--- src/hdl/lcb_pkg.sv ---
// Package for the binary-lifting common ancestor block.
// Holds node types, item codes, sequencer states and the read request struct.
// Used by every module of the block; depends on nothing.
package lcb_pkg;

  localparam int NODE_W        = 10;
  localparam int DEF_MAX_NODES = 1024;
  localparam int DEF_TOP_LEVEL = 10;

  typedef logic [NODE_W-1:0] node_t;

  localparam logic MODE_ATTACH = 1'b0;
  localparam logic MODE_QUERY  = 1'b1;

  typedef enum logic [3:0] {
    ST_CLEAR,
    ST_IDLE,
    ST_ATT,
    ST_ATT_WR,
    ST_Q_DEP,
    ST_Q_LIFT,
    ST_Q_CMP,
    ST_Q_WALK,
    ST_Q_FIN
  } st_t;

  // Read request to both ports of the tree store.
  typedef struct packed {
    logic  en;
    node_t a;
    node_t b;
  } rd_req_t;

endpackage

--- src/hdl/lcb_seq.sv ---
// Sequencer and node registers for attach and query items.
// Steps one lifting level per cycle through the shared store read ports.
// Depends on lcb_pkg; drives lcb_store.
module lcb_seq #(
  parameter int MAX_NODES = lcb_pkg::DEF_MAX_NODES,
  parameter int TOP_LEVEL = lcb_pkg::DEF_TOP_LEVEL,
  localparam int AW    = $clog2(MAX_NODES),
  localparam int LW    = $clog2(TOP_LEVEL + 1),
  localparam int ROW_W = (TOP_LEVEL + 1) * lcb_pkg::NODE_W
) (
  input  logic              clk,
  input  logic              rst,
  input  logic              req_valid,
  output logic              req_ready,
  input  logic              mode,
  input  lcb_pkg::node_t    first_node,
  input  lcb_pkg::node_t    second_node,
  input  logic              res_room,
  output logic              res_load,
  output lcb_pkg::node_t    res_node,
  output lcb_pkg::rd_req_t  rd,
  input  logic [ROW_W-1:0]  row_a,
  input  logic [ROW_W-1:0]  row_b,
  input  lcb_pkg::node_t    dep_a,
  input  lcb_pkg::node_t    dep_b,
  output logic              wr_en,
  output logic [AW-1:0]     wr_addr,
  output logic [ROW_W-1:0]  wr_row,
  output lcb_pkg::node_t    wr_depth
);

  localparam int W = lcb_pkg::NODE_W;
  localparam logic [LW-1:0] LVL_TOP = LW'(TOP_LEVEL);
  localparam logic [AW-1:0] CLR_LAST = AW'(MAX_NODES - 1);

  lcb_pkg::st_t   state, state_next;
  logic [LW-1:0]  lvl, lvl_next;
  lcb_pkg::node_t a, a_next;
  lcb_pkg::node_t b, b_next;
  lcb_pkg::node_t gap, gap_next;
  lcb_pkg::node_t dep, dep_next;
  logic [ROW_W-1:0] row_buf, row_buf_next;
  logic [AW-1:0]  clr_idx, clr_idx_next;
  logic           hit, hit_next;

  logic [LW-1:0]  lvl_dn;
  lcb_pkg::node_t mid, att_val, na, nb;
  logic [31:0]    gap_sh;

  always_comb begin
    lvl_dn  = lvl - 1'b1;
    mid     = row_buf[lvl_dn*W +: W];
    // An attach under itself reads back the entry just built, which is the child.
    att_val = (mid == b) ? mid : row_a[lvl_dn*W +: W];
    na      = row_a[lvl*W +: W];
    nb      = row_b[lvl*W +: W];
    gap_sh  = 32'(gap) >> lvl;
  end

  always_comb begin
    state_next = state;
    case (state)
      lcb_pkg::ST_CLEAR:  if (clr_idx == CLR_LAST) state_next = lcb_pkg::ST_IDLE;
      lcb_pkg::ST_IDLE: begin
        if (req_valid) begin
          state_next = (mode == lcb_pkg::MODE_QUERY) ? lcb_pkg::ST_Q_DEP : lcb_pkg::ST_ATT;
        end
      end
      lcb_pkg::ST_ATT:    if (lvl == LVL_TOP) state_next = lcb_pkg::ST_ATT_WR;
      lcb_pkg::ST_ATT_WR: state_next = lcb_pkg::ST_IDLE;
      lcb_pkg::ST_Q_DEP:  state_next = lcb_pkg::ST_Q_LIFT;
      lcb_pkg::ST_Q_LIFT: if (lvl == LVL_TOP) state_next = lcb_pkg::ST_Q_CMP;
      lcb_pkg::ST_Q_CMP:  state_next = (a == b) ? lcb_pkg::ST_Q_FIN : lcb_pkg::ST_Q_WALK;
      lcb_pkg::ST_Q_WALK: if (lvl == '0) state_next = lcb_pkg::ST_Q_FIN;
      lcb_pkg::ST_Q_FIN:  if (res_room) state_next = lcb_pkg::ST_IDLE;
      default:            state_next = lcb_pkg::ST_CLEAR;
    endcase
  end

  always_comb begin
    lvl_next     = lvl;
    a_next       = a;
    b_next       = b;
    gap_next     = gap;
    dep_next     = dep;
    row_buf_next = row_buf;
    clr_idx_next = clr_idx;
    hit_next     = hit;
    req_ready    = 1'b0;
    res_load     = 1'b0;
    res_node     = hit ? a : row_a[W-1:0];
    wr_en        = 1'b0;
    wr_addr      = AW'(b);
    wr_row       = row_buf;
    wr_depth     = dep;
    rd.en        = (state != lcb_pkg::ST_CLEAR);
    case (state)
      lcb_pkg::ST_CLEAR: begin
        wr_en        = 1'b1;
        wr_addr      = clr_idx;
        wr_row       = '0;
        wr_depth     = '0;
        clr_idx_next = clr_idx + 1'b1;
      end
      lcb_pkg::ST_IDLE: begin
        req_ready = 1'b1;
        if (req_valid) begin
          hit_next = 1'b0;
          if (mode == lcb_pkg::MODE_QUERY) begin
            a_next   = first_node;
            b_next   = second_node;
            lvl_next = '0;
          end else begin
            // Attach keeps the walking ancestor in a and the child in b.
            a_next             = second_node;
            b_next             = first_node;
            row_buf_next[W-1:0] = second_node;
            lvl_next           = LW'(1);
          end
        end
      end
      lcb_pkg::ST_ATT: begin
        row_buf_next[lvl*W +: W] = att_val;
        a_next = att_val;
        if (lvl == LW'(1)) dep_next = dep_a + 1'b1;
        lvl_next = lvl + 1'b1;
      end
      lcb_pkg::ST_ATT_WR: begin
        wr_en = 32'(b) < 32'(MAX_NODES);
      end
      lcb_pkg::ST_Q_DEP: begin
        if (dep_a < dep_b) begin
          a_next   = b;
          b_next   = a;
          gap_next = dep_b - dep_a;
        end else begin
          gap_next = dep_a - dep_b;
        end
      end
      lcb_pkg::ST_Q_LIFT: begin
        if (gap_sh[0]) a_next = na;
        lvl_next = (lvl == LVL_TOP) ? LVL_TOP : lvl + 1'b1;
      end
      lcb_pkg::ST_Q_CMP: begin
        hit_next = (a == b);
      end
      lcb_pkg::ST_Q_WALK: begin
        if (na != nb) begin
          a_next = na;
          b_next = nb;
        end
        lvl_next = lvl - 1'b1;
      end
      lcb_pkg::ST_Q_FIN: begin
        res_load = res_room;
      end
      default: begin
      end
    endcase
    // Outside the clear, the store always holds the rows of the nodes in a and b for the next step.
    rd.a = a_next;
    rd.b = b_next;
  end

  always_ff @(posedge clk) begin
    if (rst) begin
      state   <= lcb_pkg::ST_CLEAR;
      clr_idx <= '0;
    end else begin
      state   <= state_next;
      clr_idx <= clr_idx_next;
    end
  end

  always_ff @(posedge clk) begin
    lvl     <= lvl_next;
    a       <= a_next;
    b       <= b_next;
    gap     <= gap_next;
    dep     <= dep_next;
    row_buf <= row_buf_next;
    hit     <= hit_next;
  end

endmodule

--- config.mk ---
export PLATFORM = sky130hd
export DESIGN_NAME = lcb_seq
export DESIGN_NICKNAME = d
export VERILOG_FILES = /design/src/hdl/lcb_pkg.sv /design/src/hdl/lcb_seq.sv
export SDC_FILE = /design/constraint.sdc
export NUM_CORES = 1
export LEC_CHECK = 0
export BUFFER_PORTS_ARGS = -buffer_cell sky130_fd_sc_hd__buf_4
export CORE_ASPECT_RATIO = 0.6
export CORE_MARGIN = 5
export CORE_UTILIZATION = 25
export DETAILED_ROUTE_END_ITERATION = 12
export PLACE_DENSITY = 0.54
export SKIP_LAST_GASP = 1
export SYNTH_ARGS = -nofsm -noshare
export SYNTH_HDL_FRONTEND = slang
export SYNTH_SLANG_ARGS = --single-unit
--- constraint.sdc ---
create_clock -name clk -period 8 [get_ports clk]
set_clock_uncertainty 0.2 [all_clocks]
set_input_delay 0.8 -clock clk [delete_from_list [all_inputs] [get_ports clk]]
set_output_delay 0.8 -clock clk [all_outputs]
set_load 0.01 [all_outputs]
==> results.json, run 1 <==
{
  "route.vias.total": 17000,
  "rows": 71,
  "postCtsResizedCells": 0,
  "placed_area_sq_um": 19900,
  "critPathBufInv": 3,
  "groute.usage.overall_pct": 24.0,
  "syn-num-nets": 2081,
  "dp_hpwl_microns": 70300,
  "syn_area_per_cell_sq_um": 8.92,
  "drc_errors": 0,
  "fill_cells": 6537,
  "tightest_slew_ns": 1.31,
  "max_stage_delay_ns": 0.87,
  "grt_setup_unrepaired": "no",
  "crit_path_top_delay_cell": "and4_1",
  "setup_tns_ns": 0,
  "post_cts_buffers": 0,
  "die_x_microns": 336,
  "grt_antenna_before_repair": 5,
  "cpMostUsedCell": "buf_4",
  "fin_area_sq_um": 20500,
  "arrival_ns": 5.88,
  "crit_required_ns": 7.00,
  "vias_per_cell": 5.69,
  "synthCells": 1783,
  "cts_tree": "built",
  "hold_violations": 0,
  "gp_congestion": 1.00,
  "outcome": "finished clean",
  "synth_flop_cell": "edfxtp_1",
  "cts_root_buf": "clkbuf_16",
  "peakVddDrop_uv": 158,
  "clockBufferDepth": 2,
  "clock-sinks": 169,
  "area_delta_synth_final_pct": 28.9,
  "critPathLaunchType": "flop",
  "final_nets": 2427,
  "synth_async_sr_flop_share_pct": 0,
  "path_max_fanout": 41,
  "cts_max_level": 4,
  "dieArea_sq_um": 69000,
  "synth.distinct_cells": 83,
  "slew_viol_final": 0,
  "grt_pass1_wl_microns": 120000,
  "yosysWarnings": 0,
  "period_minus_slack_ns": 6.88,
  "netlist_area_sq_um": 15900,
  "relSlewSlack_pct": 12.2,
  "antenna_cells": 0,
  "clock_latency_ns": 0.48,
  "cp_top_family": "simple AND/OR/NAND/NOR gates",
  "fin_crit_sh_pct": 86.0,
  "start_util_pct": 25.3,
  "setup_violations": 0,
  "ant_nets": 0,
  "reg2reg_slack_ns": 1.82,
  "holdBufCountCts": 0,
  "io_buffers": 428,
  "wire_per_inst_microns": 29.0,
  "pin_count": 429,
  "end_kind": "primary output",
  "grt_pass1_vias": 16300,
  "hp-class": "flop to flop",
  "fp.dieH_microns": 205,
  "power_density_nw_per_um2": 126,
  "dr.first_iter.drc_count": 1891,
  "synth_seq_cells": 169,
  "drive_gt1_share_pct": 30.0,
  "ys_seq_area_share_pct": 29.8,
  "path_class": "flop to primary output",
  "grt_overflow": 0,
  "cts_buffers": 17,
  "first_pass_iters": 10,
  "maxCapViolCount": 0,
  "clkTransAtPathRegs_ns": 0.09,
  "crit_chain": "buf_4 -> buf_4 -> nor2_1 -> nand2_1 -> o221ai_1 -> xor2_1 -> nor4_1 -> and4_1 -> nor2_1 -> nand2_1 -> o21ai_0 -> a221o_1 -> buf_4",
  "drt_wl_total_microns": 86400,
  "power.leakage_nw": 8.05,
  "synth-edff-count": 135,
  "fmax_mhz": 145,
  "fp.coreArea_sq_um": 62800,
  "grt_max_degree": 104
}
-- logic make-up (layout without fill, tap and decap cells) --
logic type / count (synthesis) / after routing / synth area share [%]
multiplexers: 210 / 210 / 19.8
XOR/XNOR: 64 / 64 / 3.64
AND/OR/NAND/NOR: 718 / 718 / 21.2
flip-flops: 169 / 169 / 29.8
buffers and inverters: 178 / 537 / 4.77
AO/OA/AOI/OAI: 411 / 411 / 18.0
adder cells (fa/ha/maj): 33 / 33 / 2.74
-- layer usage --
metal | share of wire [%] | vias to the layer above | GRT usage, %
li1 | - | 7327 | -
met1 | 45 | 8474 | 35.6
met2 | 40 | 1064 | 33.1
met3 | 13 | 88 | 9.27
met4 | 1.6 | 4 | 4.34
met5 | 0.025 | - | 0
-- where the power goes --
part,switching [mW],leakage (nW),internal (mW),total (mW)
Sequential,0.132,1.54,0.981,1.11
Combinational,0.277,6.21,0.290,0.568
Clock,0.430,0.304,0.471,0.900
Total,0.839,8.05,1.74,2.58
-- state kept, by name, indices dropped and copies added (netlist names) --
| signal | flops |
|---|---|
| a | 10 |
| hit | 1 |
| gap | 10 |
| clr_idx | 10 |
| row_buf | 110 |
| state | 4 |
| b | 10 |
| dep | 10 |
| lvl | 4 |
-- worst min-delay path: cells and delay by family (launching register included) --
kind	cells	cell delay, ns
DFF	1	0.34
and+or+nand+nor	1	0.06
AOI/OAI and AO/OA	1	0.05
-- layout by cell type (no fill, tap or decap), types with 11 or more instances in the layout --
cell / netlist / final
buf_4: 11 / 464
nor2_1: 229 / 228
nand2_1: 198 / 198
edfxtp_1: 135 / 135
nor2b_1: 132 / 131
mux2i_1: 97 / 97
o21ai_0: 95 / 95
a21oi_1: 83 / 83
mux4_2: 81 / 81
nor3_1: 42 / 42
nand3_1: 40 / 40
inv_1: 38 / 38
xor2_1: 36 / 36
dfxtp_1: 34 / 34
mux2_2: 32 / 32
o221ai_1: 32 / 32
ha_1: 30 / 29
xnor2_1: 27 / 27
a221o_1: 21 / 21
a22oi_1: 20 / 20
a31oi_1: 18 / 18
o211ai_1: 18 / 18
clkbuf_16: 0 / 18
o22ai_1: 14 / 14
a21o_1: 11 / 11
and3_1: 11 / 11
-- path summary, 6_finish.rpt --
check                                             start                      end  cells past startpoint
worst max-delay path               lvl[1]$_SDFFCE_PP0P_                    rd[1]                     13
worst min-delay path            clr_idx[1]$_SDFFE_PP0P_  clr_idx[1]$_SDFFE_PP0P_                      2
worst max register to register     lvl[1]$_SDFFCE_PP0P_   row_buf[104]$_DFFE_PP_                     15
worst min register to register  clr_idx[1]$_SDFFE_PP0P_  clr_idx[1]$_SDFFE_PP0P_                      2
-- per-stage QoR --
step / hold WS, ns / power, mW / utilization [%] / std cells / setup slack, ns
final: 0.304 / 2.58 / 32.6 / 2981 / 1.12
after global routing: 0.339 / 2.66 / 32.6 / 2981 / 0.772
after CTS: 0.303 / 2.57 / 32.6 / 2981 / 1.24
after detailed placement: 0.290 / 1.69 / 31.7 / 2949 / 1.79
after global placement: 0.278 / 1.69 / 31.7 / 2949 / 1.81
after floorplan: 0.266 / 1.35 / - / 1783 / 2.23
-- final cells by class --
class	instances	area, sq um	area share, %
Clock buffer	19	464	2.26
Clock inverter	13	141	0.690
Inverter	40	150	0.732
Multi-Input combinational cell	1436	10500	51.0
Sequential cell	169	4730	23.1
Tap cell	839	1050	5.12
Timing Repair Buffer	465	3500	17.1
-- cell usage after synthesis, drive strengths merged (4+ instances only) --
library cell  number  area, sq um
nor2             230          871
nand2            199          754
edfxtp           135         4050
nor2b            132          826
o21ai             99          495
mux2i             97          971
clkbuf            85          319
a21oi             83          415
mux4              81         1820
buf               53          289
nor3              42          210
nand3             40          200
inv               38          143
xor2              37          343
dfxtp             34          681
mux2              32          360
o221ai            32          280
ha                30          375
xnor2             27          236
a22oi             22          175
a221o             21          210
a31oi             19          125
o211ai            19          148
o22ai             14         87.6
o31ai             12          100
a21o              11         82.6
and3              11         68.8
a221oi            10         93.8
nand2b            10         62.6
or3               10         62.6
o21a               9         67.6
a32oi              8          108
nand4              8         56.3
nor4               8         56.3
and2               7         43.8
a211oi             6         50.1
a222oi             6         60.1
or2                6         37.5
a211o              5         43.8
a32o               5         50.1
and4               4         35.0
o21bai             4         30.0
o22a               4         35.0
(Power assumes the default switching activity.)
==> inputs of run 2 (changes only) <==
--- a/config.mk
+++ b/config.mk
@@ -10,7 +10,7 @@
 export CORE_MARGIN = 5
 export CORE_UTILIZATION = 25
 export DETAILED_ROUTE_END_ITERATION = 12
-export PLACE_DENSITY = 0.54
+export PLACE_DENSITY_LB_ADDON = 0.1
 export SKIP_LAST_GASP = 1
 export SYNTH_ARGS = -nofsm -noshare
 export SYNTH_HDL_FRONTEND = slang
==> run 2 against run 1 <==
Net effect: combinational power up 2%; global-route usage up 1.0 points; via count down 0.22%; cell area down 0.21%; maximum frequency up 1.5%; clock-buffer cell count down 2; register-to-register slack better by 0.22 ns; sequential power about the same; first-iteration DRC count up 9.3%; critical path depth down 1; highest routed layer unchanged.
==> results.json, run 2 (synthesis results as in run 1) <==
{
  "first_pass_iters": 7,
  "setup_tns_ns": 0,
  "fmax_mhz": 147,
  "grt_setup_unrepaired": "no",
  "vias_per_cell": 5.67,
  "final_common_cell": "buf_4",
  "peakVddDrop_uv": 159,
  "grt_overflow": 0,
  "finalCoreUtilization_pct": 32.6,
  "cts_max_level": 4,
  "path_max_fanout": 132,
  "cts_buffers": 17,
  "placed_area_sq_um": 19900,
  "fin_area_sq_um": 20500,
  "grt_pass1_wl_microns": 125000,
  "startpoint": "lvl[0]$_DFFE_PP_",
  "fp.coreArea_sq_um": 62800,
  "drc_errors": 0,
  "clock_latency_ns": 0.48,
  "io_buffers": 428,
  "intPower_mw": 1.68,
  "hp-class": "flop to flop",
  "crit_required_ns": 7.00,
  "groute.usage.overall_pct": 25.1,
  "fill_cells": 6553,
  "dp_hpwl_microns": 72600,
  "seq_area_sq_um": 4730,
  "wire_per_inst_microns": 30.0,
  "grt_pass1_vias": 16200,
  "end_kind": "primary output",
  "cts_tree": "built",
  "slew_viol_final": 0,
  "period_minus_slack_ns": 6.78,
  "fin_hold_ws_ns": 0.300,
  "post_cts_buffers": 0,
  "setup_slack_ns": 1.22,
  "switching_share_pct": 34.1,
  "final_cell_mix": "buf_4, nor2_1, nand2_1, edfxtp_1, nor2b_1",
  "arrival_ns": 5.78,
  "start_util_pct": 25.3,
  "seq_power_share_pct": 43.8,
  "path_class": "flop to primary output",
  "dp.cells": 2950,
  "pin_count": 429,
  "p_total_mw": 2.56,
  "holdBufCountCts": 0,
  "critPathLaunchType": "flop",
  "fin_crit_sh_pct": 84.8,
  "r2r_start": "lvl[0]$_DFFE_PP_",
  "power.leakage_nw": 8.03,
  "postCtsResizedCells": 0,
  "drt_wl_total_microns": 89500,
  "hp-start": "clr_idx[1]$_SDFFE_PP0P_",
  "multi_input_area_sq_um": 10500,
  "hold_violations": 0,
  "fp.dieH_microns": 205,
  "dr.first_iter.drc_count": 2066,
  "grt_antenna_before_repair": 8,
  "cts_root_buf": "clkbuf_16",
  "die_x_microns": 336,
  "outcome": "finished clean",
  "ant_nets": 0,
  "tightest_slew_ns": 1.21,
  "dpl_worst_slack_ns": 1.84,
  "gp_congestion": 0.999,
  "setup_violations": 0,
  "final_nets": 2428,
  "clkTransAtPathRegs_ns": 0.08,
  "combPwrFrac_pct": 22.6,
  "p_switching_uw": 870,
  "power_density_nw_per_um2": 125,
  "dieArea_sq_um": 69000,
  "area_delta_synth_final_pct": 28.6,
  "clock-sinks": 169,
  "pwr-share-clk_pct": 33.6,
  "maxCapViolCount": 0,
  "rows": 71,
  "instances_no_fill": 2983,
  "route.vias.total": 16900,
  "relSlewSlack_pct": 19.5,
  "top_register": "row_buf",
  "grt_max_degree": 133,
  "clockBufferDepth": 2,
  "drive_gt1_share_pct": 30.1,
  "largest_register_ffs": 110
}
## run 2: cell types whose count changed in the layout (fill, tap and decap cells not counted)
cell        change
bufinv_16       -1
clkinv_2        +1
clkinv_4        -1
clkbuf_16       -1
inv_4           +2
clkinvlp_4      +1
clkbuf_8        -1
diode_2         +1
buf_4           +1
## run 2: path summary, 6_finish.rpt
path / end / slack (ns) / cells past startpoint
worst max register to register: row_buf[18]$_DFFE_PP_ / 2.04 / 13
worst min register to register: clr_idx[1]$_SDFFE_PP0P_ / 0.30 / 2
worst min-delay path: clr_idx[1]$_SDFFE_PP0P_ / 0.30 / 2
worst max-delay path: rd[1] / 1.22 / 12
## run 2: metal layers
| metal | vias up | part of all wire, % | GRT usage (%) |
|---|---|---|---|
| li1 | 7333 | - | - |
| met1 | 8559 | 50 | 39.9 |
| met2 | 964 | 39 | 33.3 |
| met3 | 60 | 10 | 7.63 |
| met4 | 4 | 0.96 | 3.33 |
| met5 | - | 0.036 | 0 |
## run 2: power groups by stage
stage               logic [mW]  clock network [mW]  registers (mW)
floorplan                0.323                   0            1.03
global placement         0.573                   0            1.13
detailed placement       0.574                   0            1.13
CTS                      0.576               0.868            1.11
global route             0.618               0.908            1.12
finish                   0.579               0.858            1.12
## run 2: worst max-delay path, stage by stage, from the launching register on
cell	delay, ns
edfxtp_1	0.43
buf_12	0.69
mux4_2	0.62
mux2i_1	0.18
o221ai_1	0.41
xor2_1	0.29
nor4_1	0.38
and4_1	0.88
nor2_1	0.37
nand2_1	0.24
o21ai_0	0.18
a221o_1	0.36
buf_4	0.17
## run 2: area by class of cell
| class | count | area share (%) |
|---|---|---|
| multi-input combinational | 1436 | 51.1 |
| sequential | 169 | 23.1 |
| timing repair buffer | 466 | 17.2 |
| tap | 839 | 5.13 |
| clock buffer | 17 | 2.08 |
| inverter | 40 | 0.734 |
| clock inverter | 15 | 0.624 |
| antenna | 1 | 0.0122 |
